==> src/rtl/vpd_pkg.sv <==
// Shared constants, register codes and the divider status type for the vector point to DAC block.
`default_nettype none
package vpd_pkg;

  // Coordinate width default, dividend width, speed width and ramp width
  localparam int COORD_BITS_DEF = 10;
  localparam int NUM_W          = 16;
  localparam int SPEED_W        = 11;
  localparam int RAMP_W         = 12;

  localparam logic [NUM_W-1:0]   NUM_RESET = NUM_W'(32 * 1024);
  localparam logic [SPEED_W-1:0] SPEED_MAX = 11'h7FF;
  localparam logic [RAMP_W-1:0]  MSB_FLIP  = 12'h800;

  // DAC latch register numbers
  localparam logic [2:0] REG_X_HI_FWD = 3'd5;
  localparam logic [2:0] REG_Y_HI_FWD = 3'd2;
  localparam logic [2:0] REG_LO_FWD   = 3'd4;
  localparam logic [2:0] REG_X_HI_REV = 3'd3;
  localparam logic [2:0] REG_Y_HI_REV = 3'd0;
  localparam logic [2:0] REG_LO_REV   = 3'd1;
  localparam logic [2:0] REG_RAMP_HI  = 3'd6;
  localparam logic [2:0] REG_RAMP_LO  = 3'd7;

  // Divider status toward the sequencer
  typedef struct packed {
    logic busy;
    logic done;
  } div_stat_t;

endpackage
`default_nettype wire

==> src/rtl/vpd_divider.sv <==
// Restoring divider, one quotient bit per cycle.
`default_nettype none
module vpd_divider #(
  parameter int DIV_W = vpd_pkg::COORD_BITS_DEF + 1
) (
  input  wire logic                     clk,
  input  wire logic                     rst_n,
  input  wire logic                     start,
  input  wire logic [vpd_pkg::NUM_W-1:0] dividend,
  input  wire logic [DIV_W-1:0]         divisor,
  output vpd_pkg::div_stat_t            stat,
  output logic [vpd_pkg::NUM_W-1:0]     quotient
);
  import vpd_pkg::*;

  localparam int CNT_W = $clog2(NUM_W + 1);

  logic [CNT_W-1:0] cnt_r, cnt_nxt;
  logic             done_r, done_nxt;
  logic [NUM_W-1:0] q_r, q_nxt;
  logic [DIV_W-1:0] rem_r, rem_nxt;
  logic [DIV_W-1:0] dvs_r, dvs_nxt;
  logic [DIV_W:0]   rem_sh;
  logic [DIV_W:0]   rem_sub;
  logic             ge;

  // Shift in the next dividend bit and trial-subtract
  always_comb begin
    rem_sh  = {rem_r, q_r[NUM_W-1]};
    ge      = (rem_sh >= {1'b0, dvs_r});
    rem_sub = rem_sh - {1'b0, dvs_r};
    cnt_nxt  = cnt_r;
    done_nxt = 1'b0;
    q_nxt    = q_r;
    rem_nxt  = rem_r;
    dvs_nxt  = dvs_r;
    if (start) begin
      cnt_nxt = CNT_W'(NUM_W);
      q_nxt   = dividend;
      rem_nxt = '0;
      dvs_nxt = divisor;
    end else if (cnt_r != '0) begin
      cnt_nxt = cnt_r - CNT_W'(1);
      q_nxt   = {q_r[NUM_W-2:0], ge};
      rem_nxt = ge ? rem_sub[DIV_W-1:0] : rem_sh[DIV_W-1:0];
      if (cnt_r == CNT_W'(1)) begin
        done_nxt = 1'b1;
      end
    end
  end

  // Hold control under reset, payload free-running
  always_ff @(posedge clk) begin
    if (!rst_n) begin
      cnt_r  <= '0;
      done_r <= 1'b0;
    end else begin
      cnt_r  <= cnt_nxt;
      done_r <= done_nxt;
    end
    q_r   <= q_nxt;
    rem_r <= rem_nxt;
    dvs_r <= dvs_nxt;
  end

  assign stat.busy = (cnt_r != '0);
  assign stat.done = done_r;
  assign quotient  = q_r;

endmodule
`default_nettype wire

==> src/rtl/vector_point_to_dac_writes.sv <==
// Top level: point sequencer, distance estimate, shared divider and DAC write beats.
// Each accepted point produces five write beats: x high, y high, packed low bits
// (register set chosen by the ramp direction), then ramp high and ramp low with
// out_last set. A point passes from accept to accept through these steps: the idle
// state that takes it, the delta, the alpha-max-beta-min distance, the divider launch,
// sixteen restoring divider steps and the quotient collect, then the five output beats,
// which wait while out_ready is low. A zero distance skips the divider and the speed
// saturates. in_ready is high only between points. ramp_numerator is written through
// the cfg port (always ready) and resets to 32768.
`default_nettype none
module vector_point_to_dac_writes #(
  parameter int COORD_BITS = vpd_pkg::COORD_BITS_DEF
) (
  input  wire logic                         clk,
  input  wire logic                         rst_n,
  input  wire logic                         in_valid,
  output logic                              in_ready,
  input  wire logic signed [COORD_BITS-1:0] in_target_x,
  input  wire logic signed [COORD_BITS-1:0] in_target_y,
  output logic                              out_valid,
  input  wire logic                         out_ready,
  output logic [2:0]                        out_dac_register,
  output logic [7:0]                        out_data_byte,
  output logic                              out_last,
  input  wire logic                         cfg_valid,
  output logic                              cfg_ready,
  input  wire logic [vpd_pkg::NUM_W-1:0]    cfg_data
);
  import vpd_pkg::*;

  localparam int FINE_BITS = COORD_BITS - 8;
  localparam int DIST_W    = COORD_BITS + 1;
  localparam int SUM_W     = COORD_BITS + 9;

  localparam logic [2:0] BEAT_X_HI   = 3'd0;
  localparam logic [2:0] BEAT_Y_HI   = 3'd1;
  localparam logic [2:0] BEAT_LOW    = 3'd2;
  localparam logic [2:0] BEAT_RAMP_H = 3'd3;
  localparam logic [2:0] BEAT_RAMP_L = 3'd4;

  typedef enum logic [2:0] {
    ST_IDLE,
    ST_DELTA,
    ST_DIST,
    ST_DIV_GO,
    ST_DIV_WAIT,
    ST_EMIT
  } state_t;

  state_t              state_r, state_nxt;
  logic [NUM_W-1:0]    numer_r, numer_nxt;
  logic [COORD_BITS-1:0] cur_x_r, cur_x_nxt, cur_y_r, cur_y_nxt;
  logic [COORD_BITS-1:0] prev_x_r, prev_x_nxt, prev_y_r, prev_y_nxt;
  logic [COORD_BITS-1:0] ax_r, ax_nxt, ay_r, ay_nxt;
  logic [DIST_W-1:0]   dist_r, dist_nxt;
  logic [RAMP_W-1:0]   ramp_r, ramp_nxt;
  logic [2:0]          beat_r, beat_nxt;
  logic                dir_r, dir_nxt;

  logic [COORD_BITS-1:0] hi, lo;
  logic [SUM_W-1:0]    sum;
  logic [SPEED_W-1:0]  speed;
  logic                speed_sel;
  logic [RAMP_W-1:0]   speed12, ramp_val;
  logic [7:0]          packed_low;
  logic                div_start;
  div_stat_t           div_stat;
  logic [NUM_W-1:0]    quotient;
  logic                out_fire;

  vpd_divider #(
    .DIV_W (DIST_W)
  ) u_div (
    .clk      (clk),
    .rst_n    (rst_n),
    .start    (div_start),
    .dividend (numer_r),
    .divisor  (dist_r),
    .stat     (div_stat),
    .quotient (quotient)
  );

  assign in_ready  = (state_r == ST_IDLE);
  assign cfg_ready = 1'b1;
  assign out_valid = (state_r == ST_EMIT);
  assign out_fire  = out_valid && out_ready;
  assign div_start = (state_r == ST_DIV_GO) && (dist_r != '0);

  // Alpha-max-beta-min distance from the registered deltas
  always_comb begin
    hi  = (ax_r < ay_r) ? ay_r : ax_r;
    lo  = (ax_r < ay_r) ? ax_r : ay_r;
    sum = SUM_W'(hi) * SUM_W'(246) + SUM_W'(lo) * SUM_W'(102);
  end

  // Clamp the quotient (full speed outside the divider wait), apply direction and flip the ramp MSB
  always_comb begin
    speed_sel = (state_r == ST_DIV_WAIT);
    if (!speed_sel) begin
      speed = SPEED_MAX;
    end else if (quotient[NUM_W-1:SPEED_W] != '0) begin
      speed = SPEED_MAX;
    end else begin
      speed = quotient[SPEED_W-1:0];
    end
    speed12  = {1'b0, speed};
    ramp_val = (dir_r ? (RAMP_W'(0) - speed12) : speed12) ^ MSB_FLIP;
  end

  // Pack the low coordinate bits: x low above y low
  always_comb begin
    packed_low = '0;
    for (int i = 0; i < 8; i++) begin
      if (i < FINE_BITS) begin
        packed_low[i] = cur_y_r[i];
      end else if (i < 2 * FINE_BITS) begin
        packed_low[i] = cur_x_r[i - FINE_BITS];
      end
    end
  end

  // Select the payload of the current beat
  always_comb begin
    out_dac_register = '0;
    out_data_byte    = '0;
    out_last         = 1'b0;
    case (beat_r)
      BEAT_X_HI: begin
        out_dac_register = dir_r ? REG_X_HI_REV : REG_X_HI_FWD;
        out_data_byte    = cur_x_r[COORD_BITS-1:FINE_BITS];
      end
      BEAT_Y_HI: begin
        out_dac_register = dir_r ? REG_Y_HI_REV : REG_Y_HI_FWD;
        out_data_byte    = cur_y_r[COORD_BITS-1:FINE_BITS];
      end
      BEAT_LOW: begin
        out_dac_register = dir_r ? REG_LO_REV : REG_LO_FWD;
        out_data_byte    = packed_low;
      end
      BEAT_RAMP_H: begin
        out_dac_register = REG_RAMP_HI;
        out_data_byte    = ramp_r[RAMP_W-1:4];
      end
      BEAT_RAMP_L: begin
        out_dac_register = REG_RAMP_LO;
        out_data_byte    = {4'b0, ramp_r[3:0]};
        out_last         = 1'b1;
      end
      default: begin
        out_dac_register = '0;
      end
    endcase
  end

  // Sequencer next state
  always_comb begin
    state_nxt  = state_r;
    numer_nxt  = numer_r;
    cur_x_nxt  = cur_x_r;
    cur_y_nxt  = cur_y_r;
    prev_x_nxt = prev_x_r;
    prev_y_nxt = prev_y_r;
    ax_nxt     = ax_r;
    ay_nxt     = ay_r;
    dist_nxt   = dist_r;
    ramp_nxt   = ramp_r;
    beat_nxt   = beat_r;
    dir_nxt    = dir_r;
    if (cfg_valid && cfg_ready) begin
      numer_nxt = cfg_data;
    end
    case (state_r)
      ST_IDLE: begin
        if (in_valid) begin
          cur_x_nxt = {~in_target_x[COORD_BITS-1], in_target_x[COORD_BITS-2:0]};
          cur_y_nxt = {~in_target_y[COORD_BITS-1], in_target_y[COORD_BITS-2:0]};
          state_nxt = ST_DELTA;
        end
      end
      ST_DELTA: begin
        ax_nxt     = (cur_x_r >= prev_x_r) ? cur_x_r - prev_x_r : prev_x_r - cur_x_r;
        ay_nxt     = (cur_y_r >= prev_y_r) ? cur_y_r - prev_y_r : prev_y_r - cur_y_r;
        prev_x_nxt = cur_x_r;
        prev_y_nxt = cur_y_r;
        state_nxt  = ST_DIST;
      end
      ST_DIST: begin
        dist_nxt  = sum[SUM_W-1:8];
        state_nxt = ST_DIV_GO;
      end
      ST_DIV_GO: begin
        // Zero distance saturates without dividing
        if (dist_r == '0) begin
          ramp_nxt  = ramp_val;
          beat_nxt  = BEAT_X_HI;
          state_nxt = ST_EMIT;
        end else begin
          state_nxt = ST_DIV_WAIT;
        end
      end
      ST_DIV_WAIT: begin
        if (div_stat.done) begin
          ramp_nxt  = ramp_val;
          beat_nxt  = BEAT_X_HI;
          state_nxt = ST_EMIT;
        end
      end
      ST_EMIT: begin
        if (out_fire) begin
          if (beat_r == BEAT_RAMP_L) begin
            dir_nxt   = ~dir_r;
            state_nxt = ST_IDLE;
          end else begin
            beat_nxt = beat_r + 3'd1;
          end
        end
      end
      default: begin
        state_nxt = ST_IDLE;
      end
    endcase
  end

  // Hold state and registers
  always_ff @(posedge clk) begin
    if (!rst_n) begin
      state_r  <= ST_IDLE;
      numer_r  <= NUM_RESET;
      prev_x_r <= '0;
      prev_y_r <= '0;
      dir_r    <= 1'b1;
      beat_r   <= BEAT_X_HI;
    end else begin
      state_r  <= state_nxt;
      numer_r  <= numer_nxt;
      prev_x_r <= prev_x_nxt;
      prev_y_r <= prev_y_nxt;
      dir_r    <= dir_nxt;
      beat_r   <= beat_nxt;
    end
    cur_x_r <= cur_x_nxt;
    cur_y_r <= cur_y_nxt;
    ax_r    <= ax_nxt;
    ay_r    <= ay_nxt;
    dist_r  <= dist_nxt;
    ramp_r  <= ramp_nxt;
  end

  // Never take a point while beats are pending
  a_no_overlap: assert property (@(posedge clk) disable iff (!rst_n)
    !(in_ready && out_valid))
    else $error("input ready while output beats pending");

  // Return to idle right after the ramp low beat
  a_last_idle: assert property (@(posedge clk) disable iff (!rst_n)
    (out_valid && out_ready && out_last) |=> in_ready)
    else $error("not idle after last beat");

  // The divider is never busy once beats are being sent
  a_div_quiet: assert property (@(posedge clk) disable iff (!rst_n)
    out_valid |-> !div_stat.busy)
    else $error("divider busy during output beats");

  // An accepted point blocks the input on the next cycle
  a_accept_busy: assert property (@(posedge clk) disable iff (!rst_n)
    (in_valid && in_ready) |=> !in_ready)
    else $error("input ready right after accept");

endmodule
`default_nettype wire

==> config.mk <==
export PLATFORM = sky130hd
export DESIGN_NAME = vector_point_to_dac_writes
export DESIGN_NICKNAME = d
export VERILOG_FILES = /design/src/rtl/vpd_pkg.sv /design/src/rtl/vpd_divider.sv /design/src/rtl/vector_point_to_dac_writes.sv
export SDC_FILE = /design/constraint.sdc
export NUM_CORES = 1
export LEC_CHECK = 0
export BUFFER_PORTS_ARGS = -buffer_cell sky130_fd_sc_hd__buf_2
export CELL_PAD_IN_SITES_DETAIL_PLACEMENT = 1
export CELL_PAD_IN_SITES_GLOBAL_PLACEMENT = 2
export CORE_AREA = 2 2 170 172
export CTS_BUF_LIST = sky130_fd_sc_hd__clkbuf_8
export CTS_CLUSTER_SIZE = 8
export DETAILED_ROUTE_END_ITERATION = 7
export DIE_AREA = 0 0 172 174
export GPL_ROUTABILITY_DRIVEN = 0
export PLACE_DENSITY_LB_ADDON = 0.08
export SYNTH_ARGS = -nofsm -noshare
export SYNTH_HDL_FRONTEND = slang
export SYNTH_SLANG_ARGS = --single-unit
==> constraint.sdc <==
create_clock -name clk -period 15.97 [get_ports clk]
set_clock_uncertainty 0.2 [all_clocks]
set_input_delay 2.3955 -clock clk [delete_from_list [all_inputs] [get_ports clk]]
set_output_delay 2.3955 -clock clk [all_outputs]
set_load 0.005 [all_outputs]
Word level (Yosys, flattened, before mapping)
Index checks and enable logic that the tools add are counted.
- $add $sub $neg: 9
- $mul: 2
- reductions and logical operators: 18
- magnitude comparators: 4
- bitwise operators: 6
- eq/ne operators: 16
- multiplexer cells: 33
- operators with widths (operator ; number):
    two-way mux 10 bit ; 4
    one-hot mux 8 bit (5 select lines) ; 1
    subtractor 10 bit ; 4
    two-way mux 12 bit ; 3
    two-way mux 11 bit ; 3
    two-way mux 16 bit ; 2
    two-way mux 3 bit ; 10
    one-hot mux 12 bit (2 select lines) ; 1
    greater-or-equal comparator 10 bit ; 2
    adder 18 x 17 -> 19 bit ; 1
    one-hot mux 3 bit (6 select lines) ; 1
    multiplier 10 x 7 -> 17 bit (second input constant) ; 1
    multiplier 10 x 6 -> 16 bit (second input constant) ; 1
    one-hot mux 3 bit (5 select lines) ; 1
    == test 3 x 2 -> 1 bit (second input constant) ; 4
    greater-or-equal comparator 12 x 11 -> 1 bit ; 1
    subtractor 1 x 11 -> 12 bit (first input constant) ; 1
    zero test 11 bit ; 1
    nonzero test 11 bit ; 1
    subtractor 11 bit ; 1
    less-than comparator 10 bit ; 1
    two-way mux 5 bit ; 2
    nonzero test 5 bit ; 2
    == test 3 bit (second input constant) ; 3
    20 further kinds ; 36
- input bits: 41
- flip-flop bits (word level): 150

Longest topological paths before layout
- depth after elaboration: 8
- gate-level depth with buffers: 31

Cells and area by module
Synthesis repeated with hierarchy kept, for this count alone.
- cell total of the unflattened synthesis: 1248
- area, all modules: 12355.6 µm²
- modules (own cells, without submodules) (module ; cells an instance ; times used ; area each (µm²) ; sequential area each (µm²)):
    vector_point_to_dac_writes ; 1024 ; 1 ; 9930.8 ; 2752.6
    vpd_divider ; 224 ; 1 ; 2424.8 ; 1151.1

Worst setup path before layout
No wires, ideal clock.
- kind: reg2reg
- start: reg ax_r[1]
- end: reg dist_r[9] (data pin)
- cell stages (with the launch flop): 30
- path buffers: 1
- period minus slack after synthesis: 7.076 ns
- path slack: 8.894 ns
- arrival time: 6.611 ns
- data required time: 15.505 ns
- path through: edfxtp_1 ha_1 a21o_1 a21o_1 a211oi_1 o21a_1 buf_2 o211ai_1 and3_1 fa_1 inv_1 fa_1 fa_1 inv_1 fa_1 inv_1 ha_1 nor2_1 nor2_1 o311ai_0 nor2b_1 xnor2_1 ha_1 a21oi_1 o211ai_1 a31o_2 o221a_2 o41a_1 a21oi_1 xor2_1
- word-level cells in the longest chain between the ends: 4
- elaborated cells on any way between the ends: 6
- classes of those cells: add/sub (1); mul (2); order compare (1); mux (2)
- RTL lines (what ; line ; source):
    start, declared ; vector_point_to_dac_writes.sv:54 ; logic [COORD_BITS-1:0] ax_r, ax_nxt, ay_r, ay_nxt;
    start signal, assigned ; vector_point_to_dac_writes.sv:243 ; ax_r <= ax_nxt;
    less-than comparator 10 bit ; vector_point_to_dac_writes.sv:91, vector_point_to_dac_writes.sv:92 ;
    two-way mux 10 bit (on tied branches) ; vector_point_to_dac_writes.sv:91, vector_point_to_dac_writes.sv:92 ;
    multiplier 10 x 7 -> 17 bit or multiplier 10 x 6 -> 16 bit (tied branches) ; vector_point_to_dac_writes.sv:93 ; sum = SUM_W'(hi) * SUM_W'(246) + SUM_W'(lo) * SUM_W'(102);
    adder 18 x 17 -> 19 bit (*) ; vector_point_to_dac_writes.sv:93 ;
    via sum[17] ; vector_point_to_dac_writes.sv:61 ; logic [SUM_W-1:0] sum;
    end signal, assigned ; vector_point_to_dac_writes.sv:245 ; dist_r <= dist_nxt;
    end, declared ; vector_point_to_dac_writes.sv:55 ; logic [DIST_W-1:0] dist_r, dist_nxt;
Mark *: on every way through the listed nets, which the timed path passes. The rest lies on a longest branch.
A chain may end at the register's enable or synchronous reset.

Worst setup path in the final report
Same ends and word-level chain as after synthesis.

==> run metrics <==
startpoint class of the critical path flop; fin. max-slew vios 0; Max Fclk 0.126 GHz; Worst Path Arrival 7.96 ns; path depth of the worst reg2reg path 28; Clock Path Buffers 2; Worst-path clk slew 0.10 ns; Final Util 47.7%; port bufs 54; Placeable Area 28200 sq um; IO Pins 56; Post-synth EDFFs 90; R2R Path End dist_r[9]$_DFFE_PP_; cell repeated most along the worst path fa_1; Die H 174 microns; worst hold path type reg2reg; ANT cells 0; largest cells by area after synthesis edfxtp_1 (22%), ha_1 (16%), dfxtp_1 (9.7%); Setup TNS 0 ns; status completed; syn nets 1593; count of cell types in the netlist 67; top cell type's share of synthesized area 21.7%; Die ar. 29900 sq um; warnings from Yosys 0; register bit total from synthesis 150; detailed-route via count 9710; clock net sink count 150; drt total wl 30900 microns; Syn Inst Count 1347; CTS Hold Bufs 0; row count 62; final net count 1626; slack of the worst reg-to-reg path 8.04 ns; vias in the first global route 10200; Fin. Hold Viols 0; top_reg_cell synth edfxtp_1; Req. time, crit path 16.00 ns; critical path's slowest cell o21a_1; layout cell share with drive strength beyond 1 7.90%; Vias/cell 5.46; TritonRoute pass-1 iters 6; H-tree depth 4; Max transition margin 21.7%; area leader, netlist edfxtp_1; drt drc 0; Resized cells post-CTS 0; DRT iter0 DRCs 435; crit-path max cell delay 0.65 ns; crit share post-route 49.7%; final-layout fill cell count 3316; CTS buffer count 17; max_cap viols 0; worst-margin pin slew 1.17 ns; buffer count from post-CTS setup fixing 0; Final ANT Viol Nets 0; Critical Path Sink Type flop; overflow left after global routing 0; Critical Path Source ax_r[1]$_DFFE_PP_; Synth Area per Inst 9.23 sq um; WL per Instance 17.4 microns; WHS 0.279 ns; CP endpoint dist_r[9]$_DFFE_PP_; critical-path maximum fanout 20; min cycle time layout 7.93 ns; Setup-failing EPs final 0; Die Wd 172 microns; hpwl dp 24300 microns; register area share after synthesis 31.4%; synth-to-layout area growth 8.23%; Root Driver clkbuf_8; ys async rst share 0%; critical path type reg2reg; starting density of the core 44.1%; R2R Path Start ax_r[1]$_DFFE_PP_; Clk Latency, worst-skew pair 0.47 ns; initial antenna violation count 0; CTS tree yes; RSZ-0062 raised after global routing no; first-pass GRT wire length 52100 microns; pin count of the biggest net entering global routing 46; Mapped Area 12400 sq um; GRT Overall Usage 21.8%
per-stage QoR:
stage	cell area, sq um	std cells	setup slack [ns]
2_1_floorplan	12400	1347	8.89
3_3_place_gp	13100	1745	8.20
3_5_place_dp	13100	1745	8.01
4_1_cts	13500	1777	8.02
5_1_grt	13500	1777	7.52
6_report	13500	1777	8.04
synth_stat cells (26+ instances only):
| cell | count |
|---|---|
| nand3_1 | 32 |
| ha_1 | 159 |
| nand4_1 | 28 |
| a22oi_1 | 26 |
| fa_1 | 46 |
| dfxtp_1 | 60 |
| nor2_1 | 86 |
| inv_1 | 147 |
| o21ai_0 | 55 |
| xnor2_1 | 38 |
| a21oi_1 | 56 |
| nor3_1 | 28 |
| nor2b_1 | 39 |
| edfxtp_1 | 90 |
| mux2i_1 | 39 |
| nand2_1 | 127 |
| clkbuf_1 | 37 |
| a21boi_0 | 27 |
per-layer routing:
layer	wire, microns	GRT usage [%]	up-vias
met2	15300	38.1	118
met4	253	3.85	0
met1	14700	28.8	4755
li1	-	-	4825
met3	711	3.10	12
met5	0	0	-
layout make-up:
class | count | area [sq um] | area share (%)
flip-flops and latches | 150 | 3900 | 29.0
clock buffers | 17 | 234 | 1.74
clock inverters | 15 | 175 | 1.30
repair buffers | 62 | 330 | 2.45
multi-input cells | 1002 | 7790 | 57.8
inverters | 147 | 552 | 4.10
well taps | 384 | 480 | 3.57
worst max-delay path: cells and delay by family, from the launching register on:
kind | cells | cell delay, ns
AO/OA/AOI/OAI | 12 | 2.90
XOR/XNOR | 2 | 0.23
adder cells (fa/ha/maj) | 7 | 3.05
buffers and inverters | 3 | 0.14
flip-flops | 1 | 0.48
AND/OR/NAND/NOR | 4 | 0.68
kinds of logic after synthesis:
| group | Yosys count | synth area share [%] |
|---|---|---|
| flops | 150 | 31.4 |
| simple gates | 413 | 16.5 |
| mux | 41 | 3.32 |
| compound gates | 281 | 15.1 |
| xor+xnor | 61 | 4.29 |
| buf+inv | 195 | 6.01 |
| other cells | 1 | 0.0301 |
| fa+ha+maj | 205 | 23.4 |
worst min path at each step:
stage	startpoint	to	slack, ns	cells past startpoint
final	dist_r[8]$_DFFE_PP_	u_div.dvs_r[8]$_DFFE_PP_	0.28	0
after global routing	dist_r[6]$_DFFE_PP_	u_div.dvs_r[6]$_DFFE_PP_	0.30	0
after CTS	dist_r[8]$_DFFE_PP_	u_div.dvs_r[8]$_DFFE_PP_	0.28	0
after detailed placement	dist_r[8]$_DFFE_PP_	u_div.dvs_r[8]$_DFFE_PP_	0.25	0
after global placement	dist_r[9]$_DFFE_PP_	u_div.dvs_r[9]$_DFFE_PP_	0.24	0
after floorplan	dist_r[1]$_DFFE_PP_	u_div.dvs_r[1]$_DFFE_PP_	0.23	0
layout by cell type, fill, tap and decap left out, types with 18 or more instances in the layout:
master / count
dfxtp_1: 60
nand2_1: 127
inv_1: 147
a21o_1: 18
a21boi_0: 27
ha_1: 159
a22oi_1: 26
o211ai_1: 25
a21oi_1: 56
nand4_1: 28
nand3_1: 32
mux2i_1: 39
fa_1: 46
nand2b_1: 21
buf_2: 54
xnor2_1: 38
nor2_1: 86
nor3_1: 28
nor2b_1: 39
edfxtp_1: 90
xor2_1: 23
o21ai_0: 54
sequential cells by signal, indices dropped and copies added (netlist names):
name / flops
state_r: 3
ramp_r: 12
cur_x_r: 10
u_div.quotient: 16
u_div.rem_r: 11
dir_r: 1
cur_y_r: 10
dist_r: 11
ax_r: 10
u_div.dvs_r: 11
u_div.cnt_r: 5
u_div.done_r: 1
numer_r: 16
prev_y_r: 10
beat_r: 3
prev_x_r: 10
ay_r: 10
Power is not shown: default switching activity piles up to over one toggle a cycle in this logic, so the estimate is an artifact.
